### src/sv/mahd_pkg.sv
`timescale 1ns / 1ps
`default_nettype none

package mahd_pkg;

    localparam logic [10:0] SYNC_PATTERN = 11'h7FF;
    localparam int          DIV_STAGES   = 6;
    localparam int          PIPE_DEPTH   = DIV_STAGES + 2;

    localparam logic [1:0] VER_MPEG1  = 2'd1;
    localparam logic [1:0] VER_MPEG2  = 2'd2;
    localparam logic [1:0] VER_MPEG25 = 2'd3;
    localparam logic [1:0] VER_NONE   = 2'd0;

    localparam logic [1:0] LAYER_1    = 2'd1;
    localparam logic [1:0] LAYER_2    = 2'd2;
    localparam logic [1:0] LAYER_3    = 2'd3;
    localparam logic [1:0] LAYER_NONE = 2'd0;

    localparam logic [1:0] CHMODE_MONO = 2'd3;

    localparam logic [10:0] SPF_L1   = 11'd384;
    localparam logic [10:0] SPF_HALF = 11'd576;
    localparam logic [10:0] SPF_FULL = 11'd1152;

    localparam logic [17:0] SCALE_L1   = 18'd12000;
    localparam logic [17:0] SCALE_HALF = 18'd72000;
    localparam logic [17:0] SCALE_FULL = 18'd144000;

    // rows: MPEG1 L1, MPEG1 L2, MPEG1 L3, MPEG2/2.5 L1, MPEG2/2.5 L2/L3
    localparam logic [8:0] KBPS_TABLE [0:4][0:15] = '{
        '{9'd0, 9'd32, 9'd64, 9'd96, 9'd128, 9'd160, 9'd192, 9'd224,
          9'd256, 9'd288, 9'd320, 9'd352, 9'd384, 9'd416, 9'd448, 9'd0},
        '{9'd0, 9'd32, 9'd48, 9'd56, 9'd64, 9'd80, 9'd96, 9'd112,
          9'd128, 9'd160, 9'd192, 9'd224, 9'd256, 9'd320, 9'd384, 9'd0},
        '{9'd0, 9'd32, 9'd40, 9'd48, 9'd56, 9'd64, 9'd80, 9'd96,
          9'd112, 9'd128, 9'd160, 9'd192, 9'd224, 9'd256, 9'd320, 9'd0},
        '{9'd0, 9'd32, 9'd48, 9'd56, 9'd64, 9'd80, 9'd96, 9'd112,
          9'd128, 9'd144, 9'd160, 9'd176, 9'd192, 9'd224, 9'd256, 9'd0},
        '{9'd0, 9'd8, 9'd16, 9'd24, 9'd32, 9'd40, 9'd48, 9'd56,
          9'd64, 9'd80, 9'd96, 9'd112, 9'd128, 9'd144, 9'd160, 9'd0}
    };

    // rows: MPEG1, MPEG2, MPEG2.5
    localparam logic [15:0] HZ_TABLE [0:2][0:3] = '{
        '{16'd44100, 16'd48000, 16'd32000, 16'd0},
        '{16'd22050, 16'd24000, 16'd16000, 16'd0},
        '{16'd11025, 16'd12000, 16'd8000,  16'd0}
    };

    typedef struct packed {
        logic        ok;
        logic [1:0]  ver;
        logic [1:0]  layer;
        logic [8:0]  kbps;
        logic [15:0] hz;
        logic [1:0]  chans;
        logic [10:0] spf;
        logic        pad;
        logic        quad;
    } hdr_info_t;

    // rem: partial remainder; bits: dividend bits still to shift in,
    // quotient bits shifted in from the bottom
    typedef struct packed {
        logic [15:0] rem;
        logic [11:0] bits;
    } rdiv_t;

    function automatic logic [1:0] ver_of_code(input logic [1:0] code);
        logic [1:0] v;
        case (code)
            2'b00:   v = VER_MPEG25;
            2'b10:   v = VER_MPEG2;
            2'b11:   v = VER_MPEG1;
            default: v = VER_NONE;
        endcase
        return v;
    endfunction

    function automatic logic [1:0] layer_of_code(input logic [1:0] code);
        logic [1:0] l;
        case (code)
            2'b01:   l = LAYER_3;
            2'b10:   l = LAYER_2;
            2'b11:   l = LAYER_1;
            default: l = LAYER_NONE;
        endcase
        return l;
    endfunction

    function automatic rdiv_t div_step(input rdiv_t d, input logic [15:0] divisor);
        logic [16:0] trial;
        logic [16:0] diff;
        rdiv_t       r;
        trial = {d.rem, d.bits[11]};
        diff  = trial - {1'b0, divisor};
        if (trial >= {1'b0, divisor}) begin
            r.rem  = diff[15:0];
            r.bits = {d.bits[10:0], 1'b1};
        end else begin
            r.rem  = trial[15:0];
            r.bits = {d.bits[10:0], 1'b0};
        end
        return r;
    endfunction

endpackage

`default_nettype wire

### src/sv/mahd_decode.sv
`timescale 1ns / 1ps
`default_nettype none

module mahd_decode
    import mahd_pkg::*;
(
    input  wire logic        aclk,
    input  wire logic        load,
    input  wire logic [31:0] header_word,
    output hdr_info_t        info_reg,
    output rdiv_t            div_reg
);

    hdr_info_t   info_next;
    rdiv_t       div_next;
    logic [1:0]  ver;
    logic [1:0]  layer;
    logic [2:0]  row;
    logic [8:0]  kbps;
    logic [15:0] hz;
    logic [10:0] spf;
    logic [17:0] scale;
    logic [25:0] dividend;
    logic        ok;

    always_comb begin
        ver   = ver_of_code(header_word[20:19]);
        layer = layer_of_code(header_word[18:17]);
        if (ver == VER_MPEG1) begin
            row = {1'b0, layer} - 3'd1;
        end else if (layer == LAYER_1) begin
            row = 3'd3;
        end else begin
            row = 3'd4;
        end
        kbps = 9'd0;
        hz   = 16'd0;
        if (ver != VER_NONE && layer != LAYER_NONE) begin
            kbps = KBPS_TABLE[row][header_word[15:12]];
            hz   = HZ_TABLE[ver - 2'd1][header_word[11:10]];
        end
        ok = (header_word[31:21] == SYNC_PATTERN) && (ver != VER_NONE)
            && (layer != LAYER_NONE) && (kbps != 9'd0) && (hz != 16'd0);

        if (layer == LAYER_1) begin
            spf   = SPF_L1;
            scale = SCALE_L1;
        end else if (layer == LAYER_3 && ver != VER_MPEG1) begin
            spf   = SPF_HALF;
            scale = SCALE_HALF;
        end else begin
            spf   = SPF_FULL;
            scale = SCALE_FULL;
        end
        dividend = {8'd0, scale} * {17'd0, kbps};

        info_next = '0;
        div_next  = '0;
        if (ok) begin
            info_next.ok    = 1'b1;
            info_next.ver   = ver;
            info_next.layer = layer;
            info_next.kbps  = kbps;
            info_next.hz    = hz;
            info_next.chans = (header_word[7:6] == CHMODE_MONO) ? 2'd1 : 2'd2;
            info_next.spf   = spf;
            info_next.pad   = header_word[9];
            info_next.quad  = (layer == LAYER_1);
            div_next.rem    = {2'b00, dividend[25:12]};
            div_next.bits   = dividend[11:0];
        end
    end

    always_ff @(posedge aclk) begin
        if (load) begin
            info_reg <= info_next;
            div_reg  <= div_next;
        end
    end

endmodule

`default_nettype wire

### src/sv/mahd_div_stage.sv
`timescale 1ns / 1ps
`default_nettype none

module mahd_div_stage
    import mahd_pkg::*;
(
    input  wire logic      aclk,
    input  wire logic      load,
    input  wire hdr_info_t info_in,
    input  wire rdiv_t     div_in,
    output hdr_info_t      info_reg,
    output rdiv_t          div_reg
);

    rdiv_t mid;
    rdiv_t div_next;

    // two quotient bits per stage
    always_comb begin
        mid      = div_step(div_in, info_in.hz);
        div_next = div_step(mid, info_in.hz);
    end

    always_ff @(posedge aclk) begin
        if (load) begin
            info_reg <= info_in;
            div_reg  <= div_next;
        end
    end

endmodule

`default_nettype wire

### src/sv/mpeg_audio_header_decoder.sv
// Accepts one header per cycle while the output is not stalled. The divider by the
// sample rate has six stages, two quotient bits per stage, after one decode and
// multiply stage.
// Empty stages close up while the output is stalled.
// Reset (aresetn low, synchronous) clears all stage valid bits; data is not reset.
`timescale 1ns / 1ps
`default_nettype none

module mpeg_audio_header_decoder
    import mahd_pkg::*;
(
    input  wire logic        aclk,
    input  wire logic        aresetn,
    input  wire logic        s_tvalid,
    output logic             s_tready,
    input  wire logic [31:0] s_tdata,  // [31:0] header_word
    output logic             m_tvalid,
    input  wire logic        m_tready,
    // [1:0] mpeg_version, [3:2] layer_number, [12:4] bitrate_kbps,
    // [28:13] sample_rate_hz, [30:29] channel_count, [41:31] samples_per_frame,
    // [53:42] frame_bytes, [55:54] zero
    output logic [55:0]      m_tdata,
    output logic             m_tuser   // [0] valid_res
);

    logic [PIPE_DEPTH-1:0] valid_reg;
    logic [PIPE_DEPTH-1:0] valid_next;
    logic [PIPE_DEPTH-1:0] adv;

    hdr_info_t info_pipe [0:DIV_STAGES];
    rdiv_t     div_pipe  [0:DIV_STAGES];

    hdr_info_t   fin;
    logic [11:0] quo;
    logic [11:0] bytes;
    logic [55:0] tdata_reg;
    logic [55:0] tdata_next;
    logic        tuser_reg;
    logic        tuser_next;

    // a stage advances when it is empty or the one after it advances
    always_comb begin
        adv[PIPE_DEPTH-1] = !valid_reg[PIPE_DEPTH-1] || m_tready;
        for (int i = PIPE_DEPTH - 2; i >= 0; i--) begin
            adv[i] = !valid_reg[i] || adv[i+1];
        end
        for (int i = 0; i < PIPE_DEPTH; i++) begin
            if (!adv[i]) begin
                valid_next[i] = valid_reg[i];
            end else if (i == 0) begin
                valid_next[i] = s_tvalid;
            end else begin
                valid_next[i] = valid_reg[i-1];
            end
        end
    end

    always_ff @(posedge aclk) begin
        if (!aresetn) begin
            valid_reg <= '0;
        end else begin
            valid_reg <= valid_next;
        end
    end

    mahd_decode u_decode (
        .aclk        (aclk),
        .load        (adv[0]),
        .header_word (s_tdata),
        .info_reg    (info_pipe[0]),
        .div_reg     (div_pipe[0])
    );

    for (genvar g = 0; g < DIV_STAGES; g++) begin : g_div
        mahd_div_stage u_div (
            .aclk     (aclk),
            .load     (adv[g+1]),
            .info_in  (info_pipe[g]),
            .div_in   (div_pipe[g]),
            .info_reg (info_pipe[g+1]),
            .div_reg  (div_pipe[g+1])
        );
    end

    // add padding, scale Layer I slots to bytes, zero invalid headers
    always_comb begin
        fin = info_pipe[DIV_STAGES];
        quo = div_pipe[DIV_STAGES].bits;
        if (fin.quad) begin
            bytes = 12'({quo[9:0], 2'b00} + {9'd0, fin.pad, 2'b00});
        end else begin
            bytes = quo + {11'd0, fin.pad};
        end
        tdata_next = {2'b00, bytes, fin.spf, fin.chans, fin.hz, fin.kbps,
                      fin.layer, fin.ver};
        tuser_next = fin.ok;
        if (!fin.ok) begin
            tdata_next = '0;
        end
    end

    always_ff @(posedge aclk) begin
        if (adv[PIPE_DEPTH-1]) begin
            tdata_reg <= tdata_next;
            tuser_reg <= tuser_next;
        end
    end

    assign s_tready = adv[0];
    assign m_tvalid = valid_reg[PIPE_DEPTH-1];
    assign m_tdata  = tdata_reg;
    assign m_tuser  = tuser_reg;

endmodule

`default_nettype wire

### config.mk
export PLATFORM = sky130hd
export DESIGN_NAME = mpeg_audio_header_decoder
export DESIGN_NICKNAME = d
export VERILOG_FILES = /design/src/sv/mahd_pkg.sv /design/src/sv/mahd_decode.sv /design/src/sv/mahd_div_stage.sv /design/src/sv/mpeg_audio_header_decoder.sv
export SDC_FILE = /design/constraint.sdc
export NUM_CORES = 1
export LEC_CHECK = 0
export ABC_CLOCK_PERIOD_IN_PS = 15500
export BUFFER_PORTS_ARGS = -buffer_cell sky130_fd_sc_hd__buf_2
export CAP_MARGIN = 40
export CORE_MARGIN = 1
export CORE_UTILIZATION = 39
export CTS_BUF_LIST = sky130_fd_sc_hd__clkbuf_2
export DETAILED_ROUTE_END_ITERATION = 16
export GPL_ROUTABILITY_DRIVEN = 0
export PLACE_DENSITY_LB_ADDON = 0.12
export SETUP_SLACK_MARGIN = 0.5
export SKIP_LAST_GASP = 1
export SYNTH_ARGS = -nofsm -noshare
export SYNTH_HDL_FRONTEND = slang
export SYNTH_SLANG_ARGS = --single-unit
### constraint.sdc
create_clock -name aclk -period 15.5 [get_ports aclk]
set_clock_uncertainty 0.15 [all_clocks]
set_input_delay 2.325 -clock aclk [delete_from_list [all_inputs] [get_ports aclk]]
set_output_delay 2.325 -clock aclk [all_outputs]
set_load 0.05 [all_outputs]
# After elaboration in Yosys (flattened, before gate mapping)
# Memories as Yosys holds them, arrays and structs flattened.
# Cells that the tools add are included.
# Widths: inputs -> output; s select.
totals:
  regBits: 558
  mem_bits_ro: 1152
  memories: 1
mem_list:
  columns: ["name", "depth", "word_bits", "rd", "rd_ports_with_merged_regs", "wr", "line_no", "rtl"]
  rows:
  - ["(name not given)", 8, 144, 1, 0, 0, "mahd_decode.sv:39", "kbps = KBPS_TABLE[row][header_word[15:12]];"]
op_classes:
  add_sub_neg: 15
  n_mul: 1
  magnitude_cmp: 16
  n_eq_ne: 11
  muxes: 36
  n_bitwise: 5
  reduce_logical: 28
ops:
  columns: ["op", "count"]
  rows:
  - ["$mux 28", 11]
  - ["$mux 144", 2]
  - ["$ge 17x16->1", 11]
  - ["$sub 16x16->16", 11]
  - ["$bmux 64 s2", 1]
  - ["$mux 64", 2]
  - ["$mux 16", 3]
  - ["$mux 45", 1]
  - ["$bmux 9 s4", 1]
  - ["$mux 18", 2]
  - ["$bmux 16 s2", 1]
  - ["$mux 9", 3]
  - ["$mul 18x9->26", 1]
  - ["$mux 11", 2]
  - ["$ge 15x16->1", 1]
  - ["$reduce_bool 16->1", 1]
  - ["$add 12x1->12", 1]
  - ["$add 12x3->12", 1]
  - ["$eq 2x2->1 const B", 6]
  - ["$mux 12", 1]
  - ["$pmux 2 s3", 2]
  - ["$eq 11x11->1 const B", 1]
  - ["$reduce_bool 9->1", 1]
  - ["$logic_not 1->1", 8]
  - ["other kinds (19)", 37]

# Depth between registers and ports, before layout
# Gate-level depths: netlist of run 1.
depth:
  word_depth: 18
  depth_mapped: 32
  depth_no_buf: 32

# By module
# Synthesis of run 1 repeated with hierarchy kept, for this count alone.
unflattened:
  cells_unflattened: 2779
  area_unflattened_um2: 33099.2
modules_own_cells:
  columns: ["module", "instances", "cells_per_inst", "area_each_um2"]
  rows:
  - ["mahd_div_stage (g_div[0].u_div ...)", 3, 338, 4211.5]
  - ["mahd_decode", 1, 542, 5096.1]
  - ["mahd_div_stage (g_div[2].u_div)", 1, 346, 4287.9]
  - ["mahd_div_stage (g_div[1].u_div)", 1, 324, 4167.7]
  - ["mahd_div_stage (g_div[5].u_div)", 1, 325, 4030.1]
  - ["mpeg_audio_header_decoder", 1, 228, 2882.8]

# Worst setup path after synthesis of run 1
# No wires, ideal clock.
synth_timing:
  kind: "in2reg"
  start: "input port s_tdata[17]"
  end: "register u_decode.div_reg[24] (netlist name) (data pin)"
  arrival_ns: 8.215
  required_ns: 15.093
  setup_slack_ns: 6.878
  path_stages: 29
  path_buffers: 1
  path_cell_list: "inv_1 ha_1 nor3_1 a21o_1 clkbuf_1 nor2_1 o21ai_0 a31oi_1 or4_1 nor2_1 inv_1 fa_1 inv_1 fa_1 inv_1 fa_1 inv_1 ha_1 ha_1 nor2b_1 o21ai_0 a21oi_1 o21ai_0 a21oi_1 o21ai_0 a21oi_1 o41ai_1 xor2_1 nor2_1"
synth_between:
  elab_chain_cells: 16
  word_cells_on_any_way: 29
synth_lines:
  columns: ["item", "line_no", "rtl"]
  rows:
  - ["start: declaration", "mpeg_audio_header_decoder.sv:16", "input wire logic [31:0] s_tdata,"]
  - ["$eq 2x2->1 or $eq 2x1->1 (tied branches)", "mahd_pkg.sv:83", "case (code)"]
  - ["$pmux 2 s3 *", "mahd_pkg.sv:83", null]
  - ["via u_decode.layer[1]", "mahd_decode.sv:17", "logic [1:0] layer;"]
  - ["branches (longest 14 deep; another with $mem_v2 8x144)", null, null]
  - ["end signal: assignment", "mahd_decode.sv:77", "div_reg <= div_next;"]
  - ["end: declaration", "mahd_decode.sv:11", "output rdiv_t div_reg"]
# Mark *: on every way through the listed nets, which the timed path passes. The select of a mux whose other input is x is not followed.
# A chain may end at the register's enable or synchronous reset.

# Final worst setup path of run 1
layout_timing:
  start: "input port s_tdata[17]"
  end: "register u_decode.div_reg[24] (netlist name) (data pin)"
layout_between:
  word_cells_on_any_way: 29
layout_rtl:
  columns: ["item", "line_no", "rtl"]
  rows:
  - ["$eq 2x2->1 or $eq 2x1->1 (tied branches)", "mahd_pkg.sv:83", null]
  - ["$pmux 2 s3 *", "mahd_pkg.sv:83", null]
  - ["$eq 2x1->1 *", "mahd_decode.sv:45", "if (layer == LAYER_1) begin"]
  - ["$mux 18 *", "mahd_decode.sv:45", null]
  - ["via u_decode.scale[10]", "mahd_decode.sv:22", "logic [17:0] scale;"]
  - ["$mul 18x9->26 *", "mahd_decode.sv:55", "dividend = {8'd0, scale} * {17'd0, kbps};"]
# The timed path passes the listed nets; every way through them passes the cells marked *. The select of a mux whose other input is x is not followed.

==> summary.txt, run 1 <==
CTS
  – Root cell of the clock tree: clkbuf_2
  – Worst-Skew Late Latency: 1.13 ns
  – TritonCTS Buffers: 109
  – Post-CTS setup buffers: 0
  – CTS HTree Levels: 3
  – CTS tree: built
  – Clock input transition at the sequential cells of the worst setup and hold paths: 0.10 ns
  – CTS sink cnt: 417
  – Hold-fix buffers at CTS: 0
  – Max Root-Sink Buffers: 3
  – Gates resized, CTS repair: 0

Timing
  – Fin. max-slew vios: 0
  – Period utilization: 55.2%
  – Setup_tns: 0 ns
  – Rel. slew slack: 43.1%
  – Final setup viols: 0
  – Final min period: 8.55 ns
  – Hold_ws: 0.165 ns
  – Achievable frequency: 0.117 GHz
  – Final Hold Fails: 0
  – RSZ-0062 raised after global routing: no
  – PnR worst setup slack: 6.95 ns
  – Worst Max-Slew Pin Slew: 0.854 ns

Critical path
  – Internal reg-to-reg setup slack: 8.74 ns
  – Critical Path Sink Type: flop
  – CP top delay family: adder cells
  – Max incr delay on CP: 0.59 ns
  – Critical R2R Launch: g_div[0].u_div.info_reg[16]
  – Most used cell, CP: a21oi_1
  – WS Path Type: input pin to flop
  – Critical Path Source Type: input pin
  – WP buf/inv: 5
  – Crit path DAT: 9.22 ns
  – Critical Path RT: 16.17 ns
  – Critical Path Source: s_tdata[17]
  – Critical path peak fanout: 14
  – Critical path's slowest cell: mux2i_1
  – Worst r2r path cells: 19
  – Reg-to-Reg End: g_div[1].u_div.div_reg[27]

Placed design
  – Placement Setup Slack: 5.94 ns
  – HPWL Detailed: 47.8 mm
  – PortBufs: 74
  – Placed Area: 0.0280 mm2

Power and ir drop
  – PwrDens: 155 mW/mm2
  – Pleak: 12.8 nW
  – VDD IR-drop max: 0.104 mV

Synth
  – Seq cells post-synth: 417
  – Synth unique cells: 87
  – Main area contributors after synthesis: edfxtp_1, ha_1, a21oi_1
  – Largest area contributor in the netlist: edfxtp_1
  – Syn Area/Cell: 10.7 um2
  – Async set or reset register ratio after synthesis: 0%
  – Ys flop type: edfxtp_1
  – Sequential fraction of the synthesis area: 46.6%
  – Share of the synthesized area in the top cell type: 46.0%
  – Syn. warnings: 0
  – Mapped cell area: 0.0267 mm2
  – Post-synth EDFFs: 409
  – Synth Instances: 2,495

Detailed routing
  – Initial DRT Pass Iterations: 6
  – Avg WL per Cell: 17.3 um
  – Iteration-0 DRC Markers: 1,175
  – Final ANT Viol Nets: 0
  – Total vias in the final route: 18,900
  – Post-Route WL: 62.1 mm
  – Post-route DRC: 0
  – Drt via density: 5.25

Global route
  – Initial antenna violation count: 3
  – First-pass GRT wire length: 99.6 mm
  – Largest net degree at the start of global routing: 59
  – Tot GR Track Use: 17.9%
  – Vias in the first global route: 19,000
  – Grt total ovfl: 0

Worst hold path
  – Hold Path Stages: 0
  – Worst Hold Class: flop to flop
  – Hold Path End: g_div[4].u_div.info_reg[1]
  – Hold Path Origin: g_div[3].u_div.info_reg[1]

Floorplanning
  – Die Ht: 264 um
  – Core footprint: 0.0675 mm2
  – Die area: 0.0695 mm2
  – Die width: 264 um
  – # rows: 95
  – Ports: 95
  – Starting Density: 39.6%

Finish
  – Max FFs per register: 192
  – Post-layout instance area: 0.0291 mm2
  – Share of layout cells above drive strength 1: 13.6%
  – Nets: 2,946
  – P&R area growth vs syn: 9.14%
  – Final core utilization: 43.2%

Flow run
  – Maxcap violations: 0

Status
  – Status: completed
logic make-up (layout without fill, tap and decap cells):
family,count (synthesis),in the layout,share of synthesized area (%)
AND/OR/NAND/NOR,675,675,12.3
AO/OA/AOI/OAI,584,584,14.0
flip-flops,417,417,46.6
buffers and inverters,307,525,4.61
adder cells (fa/ha/maj),273,273,13.9
XOR/XNOR,154,154,5.05
multiplexers,84,84,3.44
other,1,15,0.0140
cells in the final DEF, fill, tap and decap left out, types with 7 or more instances in the layout:
cell,instances
a211o_1,12
a211oi_1,15
a21o_1,67
a21oi_1,177
a311oi_1,9
a31oi_1,22
and2_1,48
and3_1,24
buf_2,74
buf_4,15
clkbuf_2,161
clkinv_1,17
clkinv_2,10
conb_1,12
dfxtp_1,8
edfxtp_1,409
fa_1,41
ha_1,232
inv_1,231
mux2_2,60
mux2i_1,21
nand2_1,172
nand2b_1,18
nand3_1,45
nand3b_1,12
nand4_1,22
nor2_1,198
nor2b_1,33
nor3_1,39
nor3b_1,8
nor4_1,7
o211ai_1,12
o21a_1,23
o21ai_0,136
o21bai_1,22
o31ai_1,8
or2_2,10
or3_1,12
xnor2_1,100
xor2_1,54
worst max-delay path by stage:
| stage | to | slack (ns) | cells past startpoint |
|---|---|---|---|
| final | u_decode.div_reg[24] | 6.95 | 28 |
| after global routing | u_decode.div_reg[24] | 6.53 | 28 |
| after CTS | u_decode.div_reg[24] | 7.15 | 28 |
| after detailed placement | u_decode.div_reg[24] | 5.94 | 28 |
| after global placement | u_decode.div_reg[24] | 5.91 | 28 |
| after floorplan | u_decode.div_reg[24] | 6.88 | 29 |
where the power goes:
part	internal [W]	switching (W)	total, W
clock	0.000342	0.000470	0.000811
combinational	0.00103	0.00124	0.00227
sequential	0.00138	0.0000437	0.00143
total	0.00275	0.00175	0.00451
final cells by class:
class,instances,area (um2)
Clock buffer,161,806
Sequential cell,417,12400
Inverter,235,882
Fill cell,6490,38400
Antenna cell,3,7.51
Multi-Input combinational cell,1782,13100
Timing Repair Buffer,92,538
Tap cell,873,1090
Clock inverter,37,290
synth_stat cells (all sizes together), types with 8 or more instances:
master and n:
nor3b 8, edfxtp 409, nand3b 12, nor2 198, o21a 23, nand3 46, a31oi 22, mux2 63
nor2b 33, a21o 67, a21oi 177, or2 10, o21bai 22, a311oi 10, xnor2 100, nand2 175
nand4 22, a211o 12, o31ai 10, inv 235, and2 48, o21ai 141, and3 24, buf 30
nor3 39, a211oi 16, or3 12, o211ai 12, fa 41, clkbuf 42, nor4 8, xor2 54
mux2i 21, nand2b 18, dfxtp 8, ha 232
metal layers:
layer / global-route usage, % / vias up / wire [um]
met5: 0 / - / 0
met3: 3.24 / 122 / 2480
met4: 6.62 / 0 / 1720
met2: 30.4 / 393 / 30000
li1: - / 9407 / -
met1: 22.6 / 8979 / 27900
metrics by stage:
stage                     cells  total power [W]
after floorplan            2506          0.00323
after global placement     3396          0.00367
after detailed placement   3399          0.00371
after CTS                  3597          0.00456
after global routing       3600          0.00486
final                      3600          0.00451
No activity file was read; power rests on OpenSTA's default activity.
==> inputs of run 2 (changes only) <==
--- a/config.mk
+++ b/config.mk
@@ -5,7 +5,7 @@
 export SDC_FILE = /design/constraint.sdc
 export NUM_CORES = 1
 export LEC_CHECK = 0
-export ABC_CLOCK_PERIOD_IN_PS = 15500
+export ABC_CLOCK_PERIOD_IN_PS = 7530
 export BUFFER_PORTS_ARGS = -buffer_cell sky130_fd_sc_hd__buf_2
 export CAP_MARGIN = 40
 export CORE_MARGIN = 1
==> constraint.sdc (replaced) <==
create_clock -name aclk -period 7.53 [get_ports aclk]
set_clock_uncertainty 0.15 [all_clocks]
set_input_delay 1.1295 -clock aclk [delete_from_list [all_inputs] [get_ports aclk]]
set_output_delay 1.1295 -clock aclk [all_outputs]
set_load 0.05 [all_outputs]
==> summary.txt, run 2 (synthesized netlist as in run 1, its figures left out) <==
Status
  – Status: completed

Timing
  – Worst Max-Slew Pin Slew: 0.864 ns (+0.0100 ns)
  – Final Hold Fails: 0 (unchanged)
  – Period utilization: 87.5%
  – PnR worst setup slack: 0.945 ns (-6.00 ns)
  – Final setup viols: 0 (unchanged)
  – Fin. max-slew vios: 0 (unchanged)
  – Setup_tns: 0 ns (unchanged)
  – Final min period: 6.59 ns
  – Rel. slew slack: 42.4% (-0.67 points)
  – Achievable frequency: 0.152 GHz
  – RSZ-0062 raised after global routing: no

Critical path
  – Critical Path Source Type: input pin
  – Most used cell, CP: inv_1
  – Critical Path Sink Type: flop
  – Worst r2r path cells: 19 (unchanged)
  – Worst setup path end: u_decode.div_reg[24]
  – Critical Path RT: 8.21 ns (-7.96 ns)
  – Internal reg-to-reg setup slack: 1.31 ns (-7.43 ns)
  – WS Path Type: input pin to flop
  – Critical path peak fanout: 5 (-9)
  – Critical path's slowest cell: fa_1
  – Max incr delay on CP: 0.53 ns (-0.06 ns)
  – Crit path DAT: 7.26 ns (-1.96 ns)
  – Critical R2R Launch: g_div[0].u_div.info_reg[23]
  – Reg-to-Reg End: g_div[1].u_div.div_reg[17]
  – Critical Path Source: s_tdata[17]

Finish
  – Non-Filler Instances: 3,650 (+1.4%)
  – Fillers: 6,478 (-0.18%)
  – Most frequent cells in the layout: edfxtp_1, ha_1, inv_1
  – Post-layout instance area: 0.0295 mm2 (+1.2%)
  – Share of layout cells above drive strength 1: 15.0% (+1.4 points)
  – P&R area growth vs syn: 10.4%
  – Nets: 2,997 (+1.7%)
  – Max FFs per register: 192 (unchanged)
  – Commonest non-fill, non-tap cell in the layout: edfxtp_1

Detailed routing
  – Drt via density: 5.21 (-0.72%)
  – Post-Route WL: 62.1 mm (-0.11%)
  – Iteration-0 DRC Markers: 1,101 (-6.3%)
  – Post-route DRC: 0 (unchanged)
  – Initial DRT Pass Iterations: 6 (unchanged)
  – Avg WL per Cell: 17.0 um (-1.5%)
  – Final ANT Viol Nets: 0 (unchanged)
  – Total vias in the final route: 19,000 (+0.66%)

Global route
  – Initial antenna violation count: 4 (+1)
  – Grt total ovfl: 0 (unchanged)
  – Vias in the first global route: 19,200 (+1.1%)
  – Largest net degree at the start of global routing: 59 (unchanged)
  – Tot GR Track Use: 17.9% (+0.031 points)
  – First-pass GRT wire length: 99.5 mm (about the same)

Power and ir drop
  – Clock network power share: 16.6% (-1.4 points)
  – Sw frac: 38.8% (-0.061 points)
  – Part of the power in combinational logic: 51.4% (+1.0 points)
  – Total power: 0.00915 W (+100%)
  – Psw: 0.00355 W (+100%)
  – Cell Int Power: 0.00560 W (+100%)
  – Pleak: 12.9 nW (+1.5%)
  – VDD IR-drop max: 0.236 mV (+130%)
  – Sequential fraction of design power: 32.0% (+0.4 points)
  – PwrDens: 310 mW/mm2 (+100%)

Floorplanning
  – Core footprint: 0.0675 mm2 (unchanged)
  – # rows: 95 (unchanged)
  – Die Ht: 264 um (unchanged)
  – Die area: 0.0695 mm2 (unchanged)
  – Starting Density: 39.6% (unchanged)
  – Ports: 95 (unchanged)
  – Die width: 264 um (unchanged)

Flow run
  – Maxcap violations: 0 (unchanged)

CTS
  – TritonCTS Buffers: 109 (unchanged)
  – Clock input transition at the sequential cells of the worst setup and hold paths: 0.09 ns (about the same)
  – Max Root-Sink Buffers: 3 (unchanged)
  – CTS HTree Levels: 3 (unchanged)
  – CTS sink cnt: 417 (unchanged)
  – Root cell of the clock tree: clkbuf_2
  – CTS tree: built
  – Worst-Skew Late Latency: 1.16 ns (+0.03 ns)

Placed design
  – PortBufs: 74 (unchanged)
  – HPWL Detailed: 48.5 mm (+1.3%)
  – DP Cell Count: 3,448 (+1.4%)
  – Placement Setup Slack: -0.222 ns (-6.16 ns)
  – Placed Area: 0.0285 mm2 (+1.5%)

Worst hold path
  – Worst Hold Class: input pin to flop
==> run 2: cell count changes in the layout (fill, tap and decap cells not counted), sizes merged <==
| cell | before | now |
|---|---|---|
| clkinvlp | 0 | 1 |
| bufinv | 3 | 0 |
| clkbuf | 161 | 155 |
| inv | 238 | 240 |
| clkinv | 31 | 33 |
| dlygate4sd3 | 0 | 2 |
| buf | 92 | 141 |
| diode | 3 | 6 |
==> run 2: power groups by stage <==
stage	Clock, W	Combinational [W]	Sequential, W
2_1_floorplan	0	0.00370	0.00295
4_1_cts	0.00161	0.00472	0.00293
5_1_grt	0.00172	0.00521	0.00295
3_5_place_dp	0	0.00468	0.00299
3_3_place_gp	0	0.00459	0.00299
6_report	0.00152	0.00470	0.00293
==> run 2: metrics by stage <==
| step | util, % | hold slack [ns] |
|---|---|---|
| after floorplan | - | 0.250 |
| after global routing | 43.7 | 0.0358 |
| final | 43.7 | 0.183 |
| after CTS | 43.6 | 0.00144 |
| after global placement | 42.0 | 0.251 |
| after detailed placement | 42.1 | 0.255 |
==> run 2: worst min path at each step <==
stage                                         start                          end  slack (ns)  cells past startpoint
final                                      m_tready                 valid_reg[7]        0.18                      3
after global routing                       m_tready                 valid_reg[7]        0.04                      3
after CTS                                  m_tready                 valid_reg[7]       0.001                      3
after detailed placement       u_decode.info_reg[0]  g_div[0].u_div.info_reg[10]        0.25                      0
after global placement    g_div[1].u_div.div_reg[3]    g_div[2].u_div.div_reg[5]        0.25                      0
after floorplan                 u_decode.div_reg[8]   g_div[0].u_div.div_reg[10]        0.25                      0
==> run 2: layout make-up <==
class | count | area [um2] | share of cell area, %
clock buffers | 155 | 776 | 2.63
repair buffers | 143 | 937 | 3.18
multi-input cells | 1782 | 13100 | 44.5
inverters | 235 | 882 | 2.99
flip-flops and latches | 417 | 12400 | 42.2
well taps | 873 | 1090 | 3.70
diodes | 6 | 15.0 | 0.0509
clock inverters | 39 | 216 | 0.734
==> run 2: layer usage <==
metal  global-route usage (%)  share of wire, %  wire length (um)  vias up
li1                         -                 -                 -     9497
met1                     22.6                45             27700     9012
met2                     30.0                48             29600      397
met3                     3.33               4.4              2730      120
met4                     7.63               3.3              2030        0
met5                        0                 0                 0        -
==> run 2: worst max-delay path: cells and delay by family <==
family | cells | cell delay, ns
simple gates | 5 | 0.62
buf+inv | 9 | 0.85
fa+ha+maj | 6 | 2.56
compound gates | 11 | 1.89
xor+xnor | 1 | 0.18
==> run 2: what timing repair did <==
action | CTS | global route
resized for setup | 0 | 2
hold buffers | 2 | 0
endpoints found under the setup margin | 0 | 2
hold endpoints to repair | 4 | 0
buffers inserted | 0 | 0
==> inputs of run 3 (changes only) <==
--- a/config.mk
+++ b/config.mk
@@ -6,13 +6,14 @@
 export NUM_CORES = 1
 export LEC_CHECK = 0
 export ABC_CLOCK_PERIOD_IN_PS = 7530
-export BUFFER_PORTS_ARGS = -buffer_cell sky130_fd_sc_hd__buf_2
+export BUFFER_PORTS_ARGS = -buffer_cell sky130_fd_sc_hd__buf_4
 export CAP_MARGIN = 40
 export CORE_MARGIN = 1
 export CORE_UTILIZATION = 39
 export CTS_BUF_LIST = sky130_fd_sc_hd__clkbuf_2
 export DETAILED_ROUTE_END_ITERATION = 16
 export GPL_ROUTABILITY_DRIVEN = 0
+export MAX_ROUTING_LAYER = met4
 export PLACE_DENSITY_LB_ADDON = 0.12
 export SETUP_SLACK_MARGIN = 0.5
 export SKIP_LAST_GASP = 1
==> summary.txt, run 3 (synthesized netlist as in run 1, its figures left out) <==
Power and ir drop
  – VDD IR-drop max: 0.206 mV (-13%)
  – Part of the power in combinational logic: 51.4% (about the same)
  – Psw: 0.00355 W (about the same)
  – Sw frac: 38.8% (about the same)
  – Clock network power share: 16.5% (about the same)
  – PwrDens: 310 mW/mm2 (-0.26%)
  – Pleak: 12.9 nW (-0.24%)
  – Cell Int Power: 0.00560 W (about the same)
  – Sequential fraction of design power: 32.1% (about the same)

Critical path
  – Worst r2r path cells: 19 (unchanged)
  – Critical Path Sink Type: flop
  – Internal reg-to-reg setup slack: 1.33 ns (+0.02 ns)
  – Critical Path Source Type: input pin
  – WS Path Type: input pin to flop
  – Critical R2R Launch: g_div[0].u_div.info_reg[16]
  – Crit path DAT: 7.20 ns (-0.06 ns)
  – Reg-to-Reg End: g_div[1].u_div.div_reg[17]
  – Critical path peak fanout: 6 (+1)
  – Critical Path RT: 8.20 ns (about the same)

Detailed routing
  – Final ANT Viol Nets: 0 (unchanged)
  – Post-Route WL: 62.2 mm (+0.24%)
  – Iteration-0 DRC Markers: 985 (-11%)
  – Total vias in the final route: 18,900 (-0.46%)
  – Drt via density: 5.22 (+0.20%)
  – Initial DRT Pass Iterations: 5 (-1)
  – Avg WL per Cell: 17.2 um (+0.91%)
  – Post-route DRC: 0 (unchanged)

Placed design
  – PortBufs: 74 (unchanged)
  – HPWL Detailed: 48.3 mm (-0.36%)
  – DP Cell Count: 3,444 (-0.12%)

Floorplanning
  – # rows: 95 (unchanged)
  – Die width: 264 um (unchanged)
  – Core footprint: 0.0675 mm2 (unchanged)
  – Starting Density: 39.6% (unchanged)
  – Ports: 95 (unchanged)
  – Die area: 0.0695 mm2 (unchanged)
  – Die Ht: 264 um (unchanged)

CTS
  – CTS HTree Levels: 3 (unchanged)
  – Worst-Skew Late Latency: 1.09 ns (-0.07 ns)
  – Root cell of the clock tree: clkbuf_2
  – CTS tree: built
  – Max Root-Sink Buffers: 3 (unchanged)
  – Clock input transition at the sequential cells of the worst setup and hold paths: 0.09 ns (about the same)
  – TritonCTS Buffers: 109 (unchanged)
  – CTS sink cnt: 417 (unchanged)

Timing
  – Rel. slew slack: 41.0% (-1.4 points)
  – RSZ-0062 raised after global routing: no
  – Worst Max-Slew Pin Slew: 0.884 ns (+0.0205 ns)
  – Fin. max-slew vios: 0 (unchanged)
  – Final Hold Fails: 0 (unchanged)
  – Achievable frequency: 0.153 GHz (+0.84%)
  – Period utilization: 86.7% (-0.73 points)
  – Final setup viols: 0 (unchanged)
  – Final min period: 6.53 ns (-0.0552 ns)

Global route
  – Tot GR Track Use: 18.6% (+0.65 points)
  – Grt total ovfl: 0 (unchanged)
  – Largest net degree at the start of global routing: 59 (unchanged)
  – Initial antenna violation count: 2 (-2)
  – First-pass GRT wire length: 101 mm (+1.2%)
  – Vias in the first global route: 19,500 (+1.7%)

Flow run
  – Maxcap violations: 0 (unchanged)

Worst hold path
  – Hold Path Origin: aresetn
  – Hold Path Stages: 2 (-1)
  – Hold Path End: valid_reg[2]
  – Worst Hold Class: input pin to flop

Finish
  – Max FFs per register: 192 (unchanged)
  – Most frequent cells in the layout: edfxtp_1, ha_1, inv_1
  – Commonest non-fill, non-tap cell in the layout: edfxtp_1
  – Final core utilization: 43.8% (+0.11 points)
  – Nets: 2,992 (-0.17%)
  – P&R area growth vs syn: 10.7%
  – Share of layout cells above drive strength 1: 14.8% (-0.22 points)
  – Non-Filler Instances: 3,626 (-0.66%)

Status
  – Status: completed
## run 3: cell types whose count changed in the layout (fill, tap and decap cells not counted), moves of 2 or more
cell	before	now
inv_6	1	3
clkinv_1	25	15
buf_4	63	134
buf_2	74	0
diode_2	6	2
inv_8	2	0
clkbuf_2	155	150
## run 3: power groups by stage
stage / Sequential [W] / Clock (W) / Combinational [W]
global route: 0.00295 / 0.00172 / 0.00522
detailed placement: 0.00299 / 0 / 0.00466
floorplan: 0.00295 / 0 / 0.00370
CTS: 0.00294 / 0.00161 / 0.00470
global placement: 0.00298 / 0 / 0.00458
finish: 0.00293 / 0.00151 / 0.00471
## run 3: repair_timing
action | CTS | global route
hold endpoints to repair | 1 | 0
setup buffers | 0 | 0
setup endpoints to repair | 0 | 2
gates resized for setup | 0 | 1
hold buffers | 1 | 0
## run 3: how the worst max path moves through the flow
stage	slack [ns]	start	endpoint
after floorplan	0.51	s_tdata[18]	u_decode.div_reg[24]
after detailed placement	-0.15	s_tdata[18]	u_decode.div_reg[24]
final	1.0	s_tdata[17]	u_decode.div_reg[24]
after global placement	-0.16	s_tdata[17]	u_decode.div_reg[24]
after global routing	0.53	s_tdata[18]	u_decode.div_reg[24]
after CTS	1.02	s_tdata[18]	u_decode.div_reg[24]
## run 3: final cells by class
type | count | area (um2)
Antenna cell | 2 | 5.00
Clock buffer | 150 | 751
Clock inverter | 29 | 195
Fill cell | 6463 | 38000
Inverter | 235 | 882
Multi-Input combinational cell | 1782 | 13100
Sequential cell | 417 | 12400
Tap cell | 873 | 1090
Timing Repair Buffer | 138 | 1070
## run 3: critical path, cell delays in order
cell,delay (ns)
buf_4,0.13
ha_1,0.23
buf_4,0.16
nor3b_1,0.33
nor2_2,0.15
nor2_1,0.21
o21ai_0,0.16
o31ai_1,0.38
buf_4,0.19
nand3_1,0.10
fa_1,0.52
inv_1,0.07
fa_1,0.53
inv_1,0.07
fa_1,0.54
inv_1,0.06
ha_1,0.28
ha_1,0.33
nor2b_1,0.16
o21ai_0,0.19
a21oi_1,0.11
o21ai_0,0.23
a21oi_1,0.13
o21ai_1,0.18
a21oi_1,0.13
o41ai_2,0.28
xor2_1,0.17
nor2_1,0.05
## run 3: through the flow
stage	total power [W]	hold WS, ns	TNS (ns)	setup WS [ns]	cell area [um2]
finish	0.00915	0.195	0	1.00	29600
global route	0.00989	0.0456	0	0.528	29600
CTS	0.00924	0.0146	0	1.02	29600
detailed placement	0.00765	0.255	-0.366	-0.146	28600
global placement	0.00757	0.250	-0.407	-0.161	28500
floorplan	0.00665	0.250	0	0.513	26800
## run 3: metal layers
metal / track usage [%] / share of wire (%) / vias to the layer above
met5: - / 0 / -
met1: 22.7 / 45 / 8898
met4: 7.11 / 3.3 / 0
met2: 30.8 / 48 / 432
li1: - / - / 9470
met3: 2.95 / 3.8 / 138
